### config.mk
export PLATFORM = sky130hd
export DESIGN_NAME = xtea_round
export DESIGN_NICKNAME = d
export VERILOG_FILES = /design/src/xtea_pkg.sv /design/src/xtea_round.sv
export SDC_FILE = /design/constraint.sdc
export NUM_CORES = 1
export LEC_CHECK = 0
export BUFFER_PORTS_ARGS = -buffer_cell sky130_fd_sc_hd__buf_2
export CAP_MARGIN = 40
export CELL_PAD_IN_SITES_DETAIL_PLACEMENT = 1
export CELL_PAD_IN_SITES_GLOBAL_PLACEMENT = 1
export CORE_ASPECT_RATIO = 1.2
export CORE_MARGIN = 3
export CORE_UTILIZATION = 35
export CTS_BUF_LIST = sky130_fd_sc_hd__clkbuf_16
export DETAILED_ROUTE_END_ITERATION = 7
export GPL_ROUTABILITY_DRIVEN = 1
export PLACE_DENSITY = 0.76
export SLEW_MARGIN = 20
export SYNTH_ARGS = -nofsm -noshare
export SYNTH_HDL_FRONTEND = slang
export SYNTH_SLANG_ARGS = --single-unit
### constraint.sdc
create_clock -name i_clk -period 9.3 [get_ports i_clk]
set_input_delay 1.86 -clock i_clk [delete_from_list [all_inputs] [get_ports i_clk]]
set_output_delay 1.86 -clock i_clk [all_outputs]
set_load 0.02 [all_outputs]
### src/xtea_pkg.sv
// xtea_pkg: shared constants, types and helper functions for the xtea block cipher
// used by xtea_round, xtea_out_skid and xtea_block_cipher; no dependencies
package xtea_pkg;

    localparam int ROUNDS    = 32;
    localparam int STAGES    = 2 * ROUNDS;
    localparam int KEY_WORDS = 4;
    localparam int KIDX_W    = $clog2(KEY_WORDS);
    localparam int WORD_W    = 32;

    localparam logic [WORD_W-1:0] DELTA = 32'h9e37_79b9;

    localparam logic OP_ENCRYPT = 1'b0;
    localparam logic OP_DECRYPT = 1'b1;

    typedef logic [WORD_W-1:0] t_word;
    typedef logic [KEY_WORDS-1:0][WORD_W-1:0] t_key;

    typedef struct packed {
        logic  op;
        t_word x;
        t_word y;
    } t_blk;

    // per-stage constants: round sum and key word for each direction
    typedef struct packed {
        t_word              enc_sum;
        t_word              dec_sum;
        logic [KIDX_W-1:0]  enc_kidx;
        logic [KIDX_W-1:0]  dec_kidx;
        logic               enc_upd_x;
    } t_stage_const;

    function automatic t_word mix(input t_word v);
        return ((v << 4) ^ (v >> 5)) + v;
    endfunction

    // one half-round per stage; encryption updates x on even stages,
    // decryption runs the rounds backwards and updates y on even stages
    function automatic t_stage_const stage_const(input int k);
        t_stage_const c;
        int           r;
        t_word        es;
        t_word        ds;
        r = k >> 1;
        if ((k & 1) == 0) begin
            es = WORD_W'(r) * DELTA;
            ds = WORD_W'(ROUNDS - r) * DELTA;
            c.enc_kidx = es[KIDX_W-1:0];
            c.dec_kidx = ds[11 +: KIDX_W];
            c.enc_upd_x = 1'b1;
        end else begin
            es = WORD_W'(r + 1) * DELTA;
            ds = WORD_W'(ROUNDS - r - 1) * DELTA;
            c.enc_kidx = es[11 +: KIDX_W];
            c.dec_kidx = ds[KIDX_W-1:0];
            c.enc_upd_x = 1'b0;
        end
        c.enc_sum = es;
        c.dec_sum = ds;
        return c;
    endfunction

endpackage

### src/xtea_round.sv
// xtea_round: one registered feistel half-round of the xtea pipeline
// depends on xtea_pkg for block types, stage constants and the mix function
module xtea_round
    import xtea_pkg::*;
(
    input  logic         i_clk,
    input  logic         i_rst_n,
    input  logic         i_en,
    input  logic         i_valid,
    input  t_blk         i_blk,
    input  t_key         i_key,
    input  t_stage_const i_const,
    output logic         o_valid,
    output t_blk         o_blk
);

    logic              upd_x;
    t_word             src;
    t_word             dst;
    t_word             sum;
    logic [KIDX_W-1:0] kidx;
    t_word             f;
    t_word             res;

    logic r_valid;
    t_blk r_blk;
    logic n_valid;
    t_blk n_blk;

    always_comb begin
        upd_x = i_const.enc_upd_x ^ (i_blk.op == OP_DECRYPT);
        src   = upd_x ? i_blk.y : i_blk.x;
        dst   = upd_x ? i_blk.x : i_blk.y;
        sum   = (i_blk.op == OP_DECRYPT) ? i_const.dec_sum : i_const.enc_sum;
        kidx  = (i_blk.op == OP_DECRYPT) ? i_const.dec_kidx : i_const.enc_kidx;
        f     = mix(src) ^ (sum + i_key[kidx]);
        res   = (i_blk.op == OP_DECRYPT) ? (dst - f) : (dst + f);

        n_valid  = i_valid;
        n_blk.op = i_blk.op;
        n_blk.x  = upd_x ? res : i_blk.x;
        n_blk.y  = upd_x ? i_blk.y : res;
    end

    always_ff @(posedge i_clk) begin
        if (!i_rst_n) begin
            r_valid <= 1'b0;
        end else if (i_en) begin
            r_valid <= n_valid;
        end
    end

    always_ff @(posedge i_clk) begin
        if (i_en) begin
            r_blk <= n_blk;
        end
    end

    assign o_valid = r_valid;
    assign o_blk   = r_blk;

endmodule

==> flow_metrics.tcl <==
set metrics [dict create \
    outcome "finished clean" \
    grt_max_degree 67 \
    layout-drive-gt1-share 0.302 \
    grt_pass1_vias 11284 \
    finalCritPeriodShare 0.933 \
    final_util 0.448 \
    holdBufCountCts 0 \
    routed_via_density 5.33 \
    ys_seq_elements 66 \
    cpPeakStageDelay_ns 0.53 \
    port_buffers 331 \
    synth-compound-area-share 0.208 \
    drc 0 \
    cts.path.max_buffers 2 \
    muxShareOfSynthArea 0.125 \
    synth_ff_type "edfxtp_1" \
    syn_to_final_growth_pct 25.7 \
    drtAntennaViolNets 0 \
    synth-xor-area-share 0.159 \
    post_drt_wl_per_cell_um 18.2 \
    grt_usage 0.220 \
    die-width_um 165 \
    numCtsBuffers 9 \
    max-vdd-ir-drop_uv 150 \
    syn_inst 1279 \
    start_util 0.357 \
    critPathMaxFanout 26 \
    synth-edff-count 65 \
    synth_top_family_by_area "compound AO/OA/AOI/OAI gates" \
    die_h_um 197 \
    tritoncts "yes" \
    clock_latency_ns 0.33 \
    drtIter0Drc 455 \
    cp_slowest_cell "mux4_2" \
    holdWs_ns 0.533 \
    gp_congestion 0.896 \
    arrival_ns 8.84 \
    finalSetupViolCount 0 \
    path_clk_slew_ns 0.06 \
    synth_fa_ha_area_frac 0.115 \
    rows 69 \
    ys_top_cells_by_area "edfxtp_1 (18%), ha_1 (11%), xnor2_1 (9.9%)" \
    syn_nets 1640 \
    first_pass_iters 5 \
    cts_root_buffer "clkbuf_16" \
    htree_levels 3 \
    total_leakage_power_nw 6.13 \
    rsz0062_at_grt "no" \
    yosys.area_share.simple 0.175 \
    finalHoldViolCount 0 \
    antenna_found_initial 1 \
    grt_overflow_total 0 \
    power_density_nw_per_um2 322 \
    finalWirelength_mm 36.7 \
    max_freq_mhz 115 \
    ys_types 79 \
    cp_common_cell "xnor2_1" \
    finalMaxSlewViolations 0 \
    max-cap-violations 0 \
    hold_path_class "reg -> reg" \
    syn_avg_cell_area_um2 8.28 \
    synthArstFlopShare 0 \
    hpwlAfterDp_mm 32.2 \
    num_vias 10748 \
    synth_area_um2 10600 \
    worst_pin_slew_ns 0.549 \
    clock-sinks 66 \
    nNetsFinal 1981 \
    yosysWarnings 0 \
    end_kind "flop" \
    coreArea_um2 29700 \
    yosysTopAreaCell "edfxtp_1" \
    period_minus_slack_ns 8.67 \
    nFillCells 3770 \
    required_ns 9.47 \
    crit_type "in -> reg" \
    grt_pass1_wl_mm 57.7 \
    synth_top_cell_area_share 0.184 \
    dieArea_um2 32400 \
    critPathLaunchType "primary input" \
    yosysSeqAreaShare 0.186 \
    fin_worst_skew_ns 0 \
    pin_count 332 \
    slew_headroom 0.624 \
]
==> critical path: cells and delay by family <==
family	cells	cell delay [ns]
buf+inv	4	0.64
xor+xnor	4	0.95
fa+ha+maj	2	0.66
simple gates	5	0.50
compound gates	15	3.40
mux	2	0.78
==> synthesized netlist by cell type, types with 12 or more instances <==
library cell	count
a21o_1	36
a21oi_1	86
a31oi_1	21
and2_1	13
clkbuf_1	42
edfxtp_1	65
ha_1	93
inv_1	36
mux2_2	32
mux2i_1	20
mux4_2	32
nand2_1	234
nand2b_1	12
nand3_1	14
nor2_1	68
nor3_1	12
o21a_1	13
o21ai_0	95
o21bai_1	22
xnor2_1	120
xor2_1	61
==> state kept, by name, summed over array words and instances, names as in the netlist <==
name     count
o_blk       65
o_valid      1
==> per-layer routing <==
metal	wire length, um	up-vias	GRT usage
met2	18100	281	0.391
met5	0	-	0
met4	603	0	0.0469
met3	1750	31	0.0198
met1	16300	5113	0.291
li1	-	5323	-
==> final timing paths <==
check                  from        end  slack [ns]  cells after the start
setup / recovery  i_blk[64]  o_blk[63]        0.63                     32
hold / removal      o_valid    o_valid        0.53                      2
setup reg to reg    o_valid    o_valid        8.70                      2
hold reg to reg     o_valid    o_valid        0.53                      2
==> through the flow <==
stage                     setup TNS [ns]  cell area (um^2)  cells  setup WS (ns)  power, W
final                                  0             13300   2015          0.626   0.00429
after global routing                   0             13300   2015         0.0524   0.00470
after CTS                              0             13200   2003          0.304   0.00428
after detailed placement         -0.0607             12900   1988        -0.0377   0.00395
after global placement                 0             12900   1987          0.178   0.00385
after floorplan                        0             10600   1279          0.443   0.00301
==> where the power goes <==
group	total [W]	internal (W)	switching (W)	leakage (nW)
Clock	0.000314	0.000201	0.000113	0.145
Sequential	0.000591	0.000561	0.0000296	0.642
Combinational	0.00338	0.00139	0.00200	5.34
Total	0.00429	0.00215	0.00214	6.13
==> cells in the final DEF (no fill, tap or decap), drive strengths merged, types with 9 or more instances in the layout <==
master and instances:
a21o 36, o21ai 99, clkbuf 9, nand2b 12, buf 380, edfxtp 65, mux4 32, o21bai 22
mux2i 21, a21oi 87, and2 13, a31oi 21, nor3 13, nand3 14, nor2b 10, mux2 34
and3 9, o21a 13, inv 39, xnor2 122, nor2 68, ha 93, nand2 234, or3 10
xor2 62
==> kinds of logic (layout without fill, tap and decap cells) <==
family | Yosys count | after routing
AO/OA/AOI/OAI | 345 | 345
XOR/XNOR | 185 | 185
adder cells (fa/ha/maj) | 96 | 96
buffers and inverters | 87 | 432
flip-flops | 66 | 66
multiplexers | 87 | 87
other | 0 | 1
AND/OR/NAND/NOR | 413 | 413
==> layout make-up <==
cell class,count,area [um^2],area share
Tap cell,390,488,0.0367
Clock buffer,9,225,0.0169
Inverter,37,139,0.0104
Antenna cell,1,2.50,0.000188
Multi-Input combinational cell,1126,8330,0.626
Sequential cell,66,1970,0.148
Clock inverter,6,51.3,0.00385
Timing Repair Buffer,380,2100,0.158
==> what timing repair did <==
| action | 4_1_cts | 5_1_grt |
|---|---|---|
| setup buffers | 0 | 9 |
| endpoints found under the setup margin | 0 | 2 |
| gates resized for setup | 0 | 4 |
Note: power is estimated with default switching activity, not from simulation.
