File: src/xtea_pkg.sv
// xtea_pkg: shared constants, types and helper functions for the xtea block cipher
// used by xtea_round, xtea_out_skid and xtea_block_cipher; no dependencies
package xtea_pkg;

    localparam int ROUNDS    = 32;
    localparam int STAGES    = 2 * ROUNDS;
    localparam int KEY_WORDS = 4;
    localparam int KIDX_W    = $clog2(KEY_WORDS);
    localparam int WORD_W    = 32;

    localparam logic [WORD_W-1:0] DELTA = 32'h9e37_79b9;

    localparam logic OP_ENCRYPT = 1'b0;
    localparam logic OP_DECRYPT = 1'b1;

    typedef logic [WORD_W-1:0] t_word;
    typedef logic [KEY_WORDS-1:0][WORD_W-1:0] t_key;

    typedef struct packed {
        logic  op;
        t_word x;
        t_word y;
    } t_blk;

    // per-stage constants: round sum and key word for each direction
    typedef struct packed {
        t_word              enc_sum;
        t_word              dec_sum;
        logic [KIDX_W-1:0]  enc_kidx;
        logic [KIDX_W-1:0]  dec_kidx;
        logic               enc_upd_x;
    } t_stage_const;

    function automatic t_word mix(input t_word v);
        return ((v << 4) ^ (v >> 5)) + v;
    endfunction

    // one half-round per stage; encryption updates x on even stages,
    // decryption runs the rounds backwards and updates y on even stages
    function automatic t_stage_const stage_const(input int k);
        t_stage_const c;
        int           r;
        t_word        es;
        t_word        ds;
        r = k >> 1;
        if ((k & 1) == 0) begin
            es = WORD_W'(r) * DELTA;
            ds = WORD_W'(ROUNDS - r) * DELTA;
            c.enc_kidx = es[KIDX_W-1:0];
            c.dec_kidx = ds[11 +: KIDX_W];
            c.enc_upd_x = 1'b1;
        end else begin
            es = WORD_W'(r + 1) * DELTA;
            ds = WORD_W'(ROUNDS - r - 1) * DELTA;
            c.enc_kidx = es[11 +: KIDX_W];
            c.dec_kidx = ds[KIDX_W-1:0];
            c.enc_upd_x = 1'b0;
        end
        c.enc_sum = es;
        c.dec_sum = ds;
        return c;
    endfunction

endpackage

File: src/xtea_out_skid.sv
// xtea_out_skid: output register plus one skid entry behind the round pipeline
// depends on xtea_pkg for the block type; freezes the pipeline while the skid is full
module xtea_out_skid
    import xtea_pkg::*;
(
    input  logic  i_clk,
    input  logic  i_rst_n,
    input  logic  i_valid,
    input  t_blk  i_blk,
    output logic  o_pipe_en,
    output logic  o_valid,
    output t_word o_first_out,
    output t_word o_second_out,
    input  logic  i_stall
);

    logic r_out_valid;
    t_blk r_out;
    logic r_skid_valid;
    t_blk r_skid;

    logic out_free;
    logic depart;

    assign out_free = !r_out_valid || !i_stall;
    assign depart   = i_valid && !r_skid_valid;

    always_ff @(posedge i_clk) begin
        if (!i_rst_n) begin
            r_out_valid  <= 1'b0;
            r_skid_valid <= 1'b0;
        end else begin
            if (out_free) begin
                r_out_valid  <= r_skid_valid || depart;
                r_skid_valid <= 1'b0;
            end else if (depart) begin
                r_skid_valid <= 1'b1;
            end
        end
    end

    always_ff @(posedge i_clk) begin
        if (out_free) begin
            if (r_skid_valid) begin
                r_out <= r_skid;
            end else begin
                r_out <= i_blk;
            end
        end else if (depart) begin
            r_skid <= i_blk;
        end
    end

    assign o_pipe_en    = !r_skid_valid;
    assign o_valid      = r_out_valid;
    assign o_first_out  = r_out.x;
    assign o_second_out = r_out.y;

    // skid only fills behind a blocked output
    a_skid_needs_out: assert property (@(posedge i_clk) disable iff (!i_rst_n)
        r_skid_valid |-> r_out_valid)
        else $error("skid holds a transaction while output is empty");

    a_skid_fill_cause: assert property (@(posedge i_clk) disable iff (!i_rst_n)
        $rose(r_skid_valid) |-> $past(r_out_valid && i_stall))
        else $error("skid filled without a blocked output");

    a_skid_holds: assert property (@(posedge i_clk) disable iff (!i_rst_n)
        (r_skid_valid && i_stall) |=> r_skid_valid)
        else $error("skid transaction dropped while output stalled");

endmodule

File: config.mk
export PLATFORM = sky130hd
export DESIGN_NAME = xtea_out_skid
export DESIGN_NICKNAME = d
export VERILOG_FILES = /design/src/xtea_pkg.sv /design/src/xtea_out_skid.sv
export SDC_FILE = /design/constraint.sdc
export NUM_CORES = 1
export LEC_CHECK = 0
export BUFFER_PORTS_ARGS = -buffer_cell sky130_fd_sc_hd__buf_4
export CAP_MARGIN = 5
export CORE_MARGIN = 2
export CORE_UTILIZATION = 45
export CTS_BUF_LIST = sky130_fd_sc_hd__clkbuf_4 sky130_fd_sc_hd__clkbuf_8
export CTS_CLUSTER_DIAMETER = 50
export DETAILED_ROUTE_END_ITERATION = 10
export GPL_TIMING_DRIVEN = 0
export PLACE_DENSITY = 0.71
export SLEW_MARGIN = 5
export SYNTH_ARGS = -nofsm -noshare
export SYNTH_HDL_FRONTEND = slang
export SYNTH_SLANG_ARGS = --single-unit
File: constraint.sdc
create_clock -name i_clk -period 10.65 [get_ports i_clk]
set_input_delay 0.5325 -clock i_clk [delete_from_list [all_inputs] [get_ports i_clk]]
set_output_delay 0.5325 -clock i_clk [all_outputs]
set_load 0.02 [all_outputs]
==> flow_summary.toml <==
[route]
drt_first_pass_iters = 4
wl_per_cell_um = 16.1
drt-vias-per-instance = 4.78
routed_wl_um = 8310
ant_nets = 0
dr.first_iter.drc_count = 84
drc_errors = 0
vias = 2463

[placed_design]
place_ws_ns = 7.73
placed_cell_area_mm2 = 0.00597
dp_hpwl_um = 5790
dp.cells = 484
gp_congestion = 0.700
portBuffers = 133

[sta]
setup_viol = 0
clock_skew_ns = 0.00663
max-slew-margin-rel_pct = 58.1
period_share_pct = 24.3
final_max_slew_viol_count = 0
worst_pin_slew_ns = 0.625
setup_ws_ns = 8.06
rsz0062_at_grt = "false"
fmax_mhz = 386
period_minus_slack_ns = 2.59
hold_viol = 0

[finish]
layoutNonFillerInstCount = 515
multi_input_area_um2 = 768
final_area_mm2 = 0.00631
final_layout_size_suffix_gt1_share_pct = 64.1
final_nets = 436
utilization_pct = 61.7
regArea_mm2 = 0.00388
synthToLayoutAreaGrowth_pct = 34.3
n_fill_cell = 775
antenna_cells = 0

[min_path]
hold_class = "in -> reg"

[floorplan]
start_util_pct = 45.9
fp-row-count = 37
core_area_mm2 = 0.0102
die_x_um = 106
io-pin-count = 135
die-area_mm2 = 0.0113
die-height_um = 106

[power]
fin_total_pwr_mw = 1.06
ir_worst_vdd_uv = 90.5
p_leak_nw = 2.42
pwr_density_cell_mw_per_mm2 = 168

[clock_network]
htree_levels = 4
hold_buffers = 0
cts.clk_slew.worst_paths_ns = 0.07
cts_resized = 0
insertion_delay_ns = 0.42
cts-root-buf = "clkbuf_8"
post_cts_buffers = 0
cts_inserted_buffers = 17
clock_path_buffers = 2
cts_tree = "built"
numClockSinks = 130

[critical_path]
arrival_ns = 2.72
max_stage_delay_ns = 0.56
r2r-end = "r_skid[4]$_DFFE_PP_"
cp-start-kind = "flip-flop"
worstSetupEndpoint = "r_skid[4]$_DFFE_PP_"
rrSetupSlack_ns = 8.06
required_ns = 10.78
cp_slowest_cell = "nor3b_2"
worstPathCellList = "nand2_4 > buf_12 > nor3b_2 > buf_6 > buf_6 > buf_4 > buf_6"
crit_path_start = "o_valid$_SDFFE_PN0P_"
end_kind = "flip-flop"
cp_max_fo = 34
reg2regPathDepth = 7
r2r_start = "o_valid$_SDFFE_PN0P_"
crit_type = "reg -> reg"
path_common_cell = "buf_6"

[global_route]
grt_pass1_wl_um = 13100
grt_max_degree = 35
grt_antenna_before_repair = 0
grt_use_total_pct = 15.6
grt_pass1_vias = 2642
grt_overflow = 0

[logic_synthesis]
synth_area_mm2 = 0.00470
yosysUniqueCellTypes = 12
yosysSeqAreaShare_pct = 82.6
syn_area_per_cell_um2 = 22.7
synth-seq-cells = 130
synthCells = 207
ys_warn_count = 0
syn_nets = 276

[flow_run]
maxCapViolCount = 0

[outcome]
status = "complete, no violations"
==> cells by family (layout without fill, tap and decap cells) <==
logic type,count (synthesis),after routing,share of synthesized area (%)
flip-flops,130,130,82.6
AO/OA/AOI/OAI,1,1,0.160
AND/OR/NAND/NOR,4,4,0.586
multiplexers,64,64,15.3
buffers and inverters,8,180,1.28
==> synth_stat cells <==
cell | count | area share [%]
edfxtp_1 | 128 | 82
mux2_2 | 64 | 15
buf_2 | 3 | 0.32
buf_6 | 3 | 0.72
dfxtp_1 | 2 | 0.85
a21boi_1 | 1 | 0.16
buf_4 | 1 | 0.16
inv_1 | 1 | 0.080
nand2_1 | 1 | 0.080
nor2_1 | 1 | 0.080
nor3b_1 | 1 | 0.16
nor3b_2 | 1 | 0.27
==> layout make-up <==
type                            count  share of cell area, %
Sequential cell                   130                   61.6
Timing Repair Buffer              141                   17.3
Multi-Input combinational cell     69                   12.2
Clock buffer                       22                   4.30
Tap cell                          136                   2.70
Clock inverter                      9                   1.05
Buffer                              7                  0.892
Inverter                            1                 0.0595
==> through the flow <==
stage	hold slack [ns]	setup TNS, ns
after global placement	0.527	-34.12
after CTS	0.260	0
final	0.297	0
after global routing	0.262	0
after detailed placement	0.534	0
after floorplan	0.523	0
==> flip-flops by register name, summed over array words and instances (netlist names) <==
| register | cells |
|---|---|
| r_skid | 64 |
| o_first_out | 32 |
| o_second_out | 32 |
| o_valid | 1 |
| r_skid_valid | 1 |
==> worst min-delay path by stage <==
stage | start | endpoint | slack, ns | cells past startpoint
3_5_place_dp | r_skid[3]$_DFFE_PP_ | o_second_out[3]$_DFFE_PP_ | 0.53 | 1
4_1_cts | i_blk[5] | r_skid[5]$_DFFE_PP_ | 0.26 | 1
2_1_floorplan | r_skid[61]$_DFFE_PP_ | o_first_out[29]$_DFFE_PP_ | 0.52 | 1
3_3_place_gp | r_skid[47]$_DFFE_PP_ | o_first_out[15]$_DFFE_PP_ | 0.53 | 1
6_report | i_blk[56] | r_skid[56]$_DFFE_PP_ | 0.30 | 1
5_1_grt | i_blk[5] | r_skid[5]$_DFFE_PP_ | 0.26 | 1
==> critical path, delay by kind of cell, from the launching register on <==
family,cells,cell delay (ns)
buffers and inverters,5,1.05
and+or+nand+nor,2,0.85
DFF,1,0.38
==> metal layers <==
metal / wire length (µm) / global-route usage, % / vias to the layer above
met5: 0 / 0 / -
met4: 175 / 8.55 / 0
met3: 623 / 6.13 / 15
met2: 4180 / 24.2 / 84
met1: 3330 / 18.7 / 1218
li1: - / - / 1146
==> placed cells by master, fill, tap and decap left out <==
| cell | synthesis | routed |
|---|---|---|
| clkinv_1 | 0 | 3 |
| clkbuf_8 | 0 | 17 |
| edfxtp_1 | 128 | 128 |
| bufinv_16 | 0 | 1 |
| dfxtp_1 | 2 | 2 |
| a21boi_1 | 1 | 1 |
| buf_6 | 3 | 8 |
| buf_4 | 1 | 136 |
| nor3b_2 | 1 | 2 |
| buf_2 | 3 | 3 |
| mux2_2 | 64 | 64 |
| nor2_1 | 1 | 1 |
| buf_12 | 0 | 1 |
| clkinv_2 | 0 | 5 |
| clkbuf_4 | 0 | 5 |
| nand2_4 | 0 | 1 |
| inv_1 | 1 | 1 |
==> report_power, final <==
part	switching (mW)	internal, mW	total (mW)	leakage (nW)
logic	0.0522	0.0534	0.106	0.978
clock network	0.168	0.191	0.359	0.184
registers	0.00704	0.591	0.598	1.26
total	0.227	0.836	1.06	2.42
No activity file was read; power rests on OpenSTA's default activity.
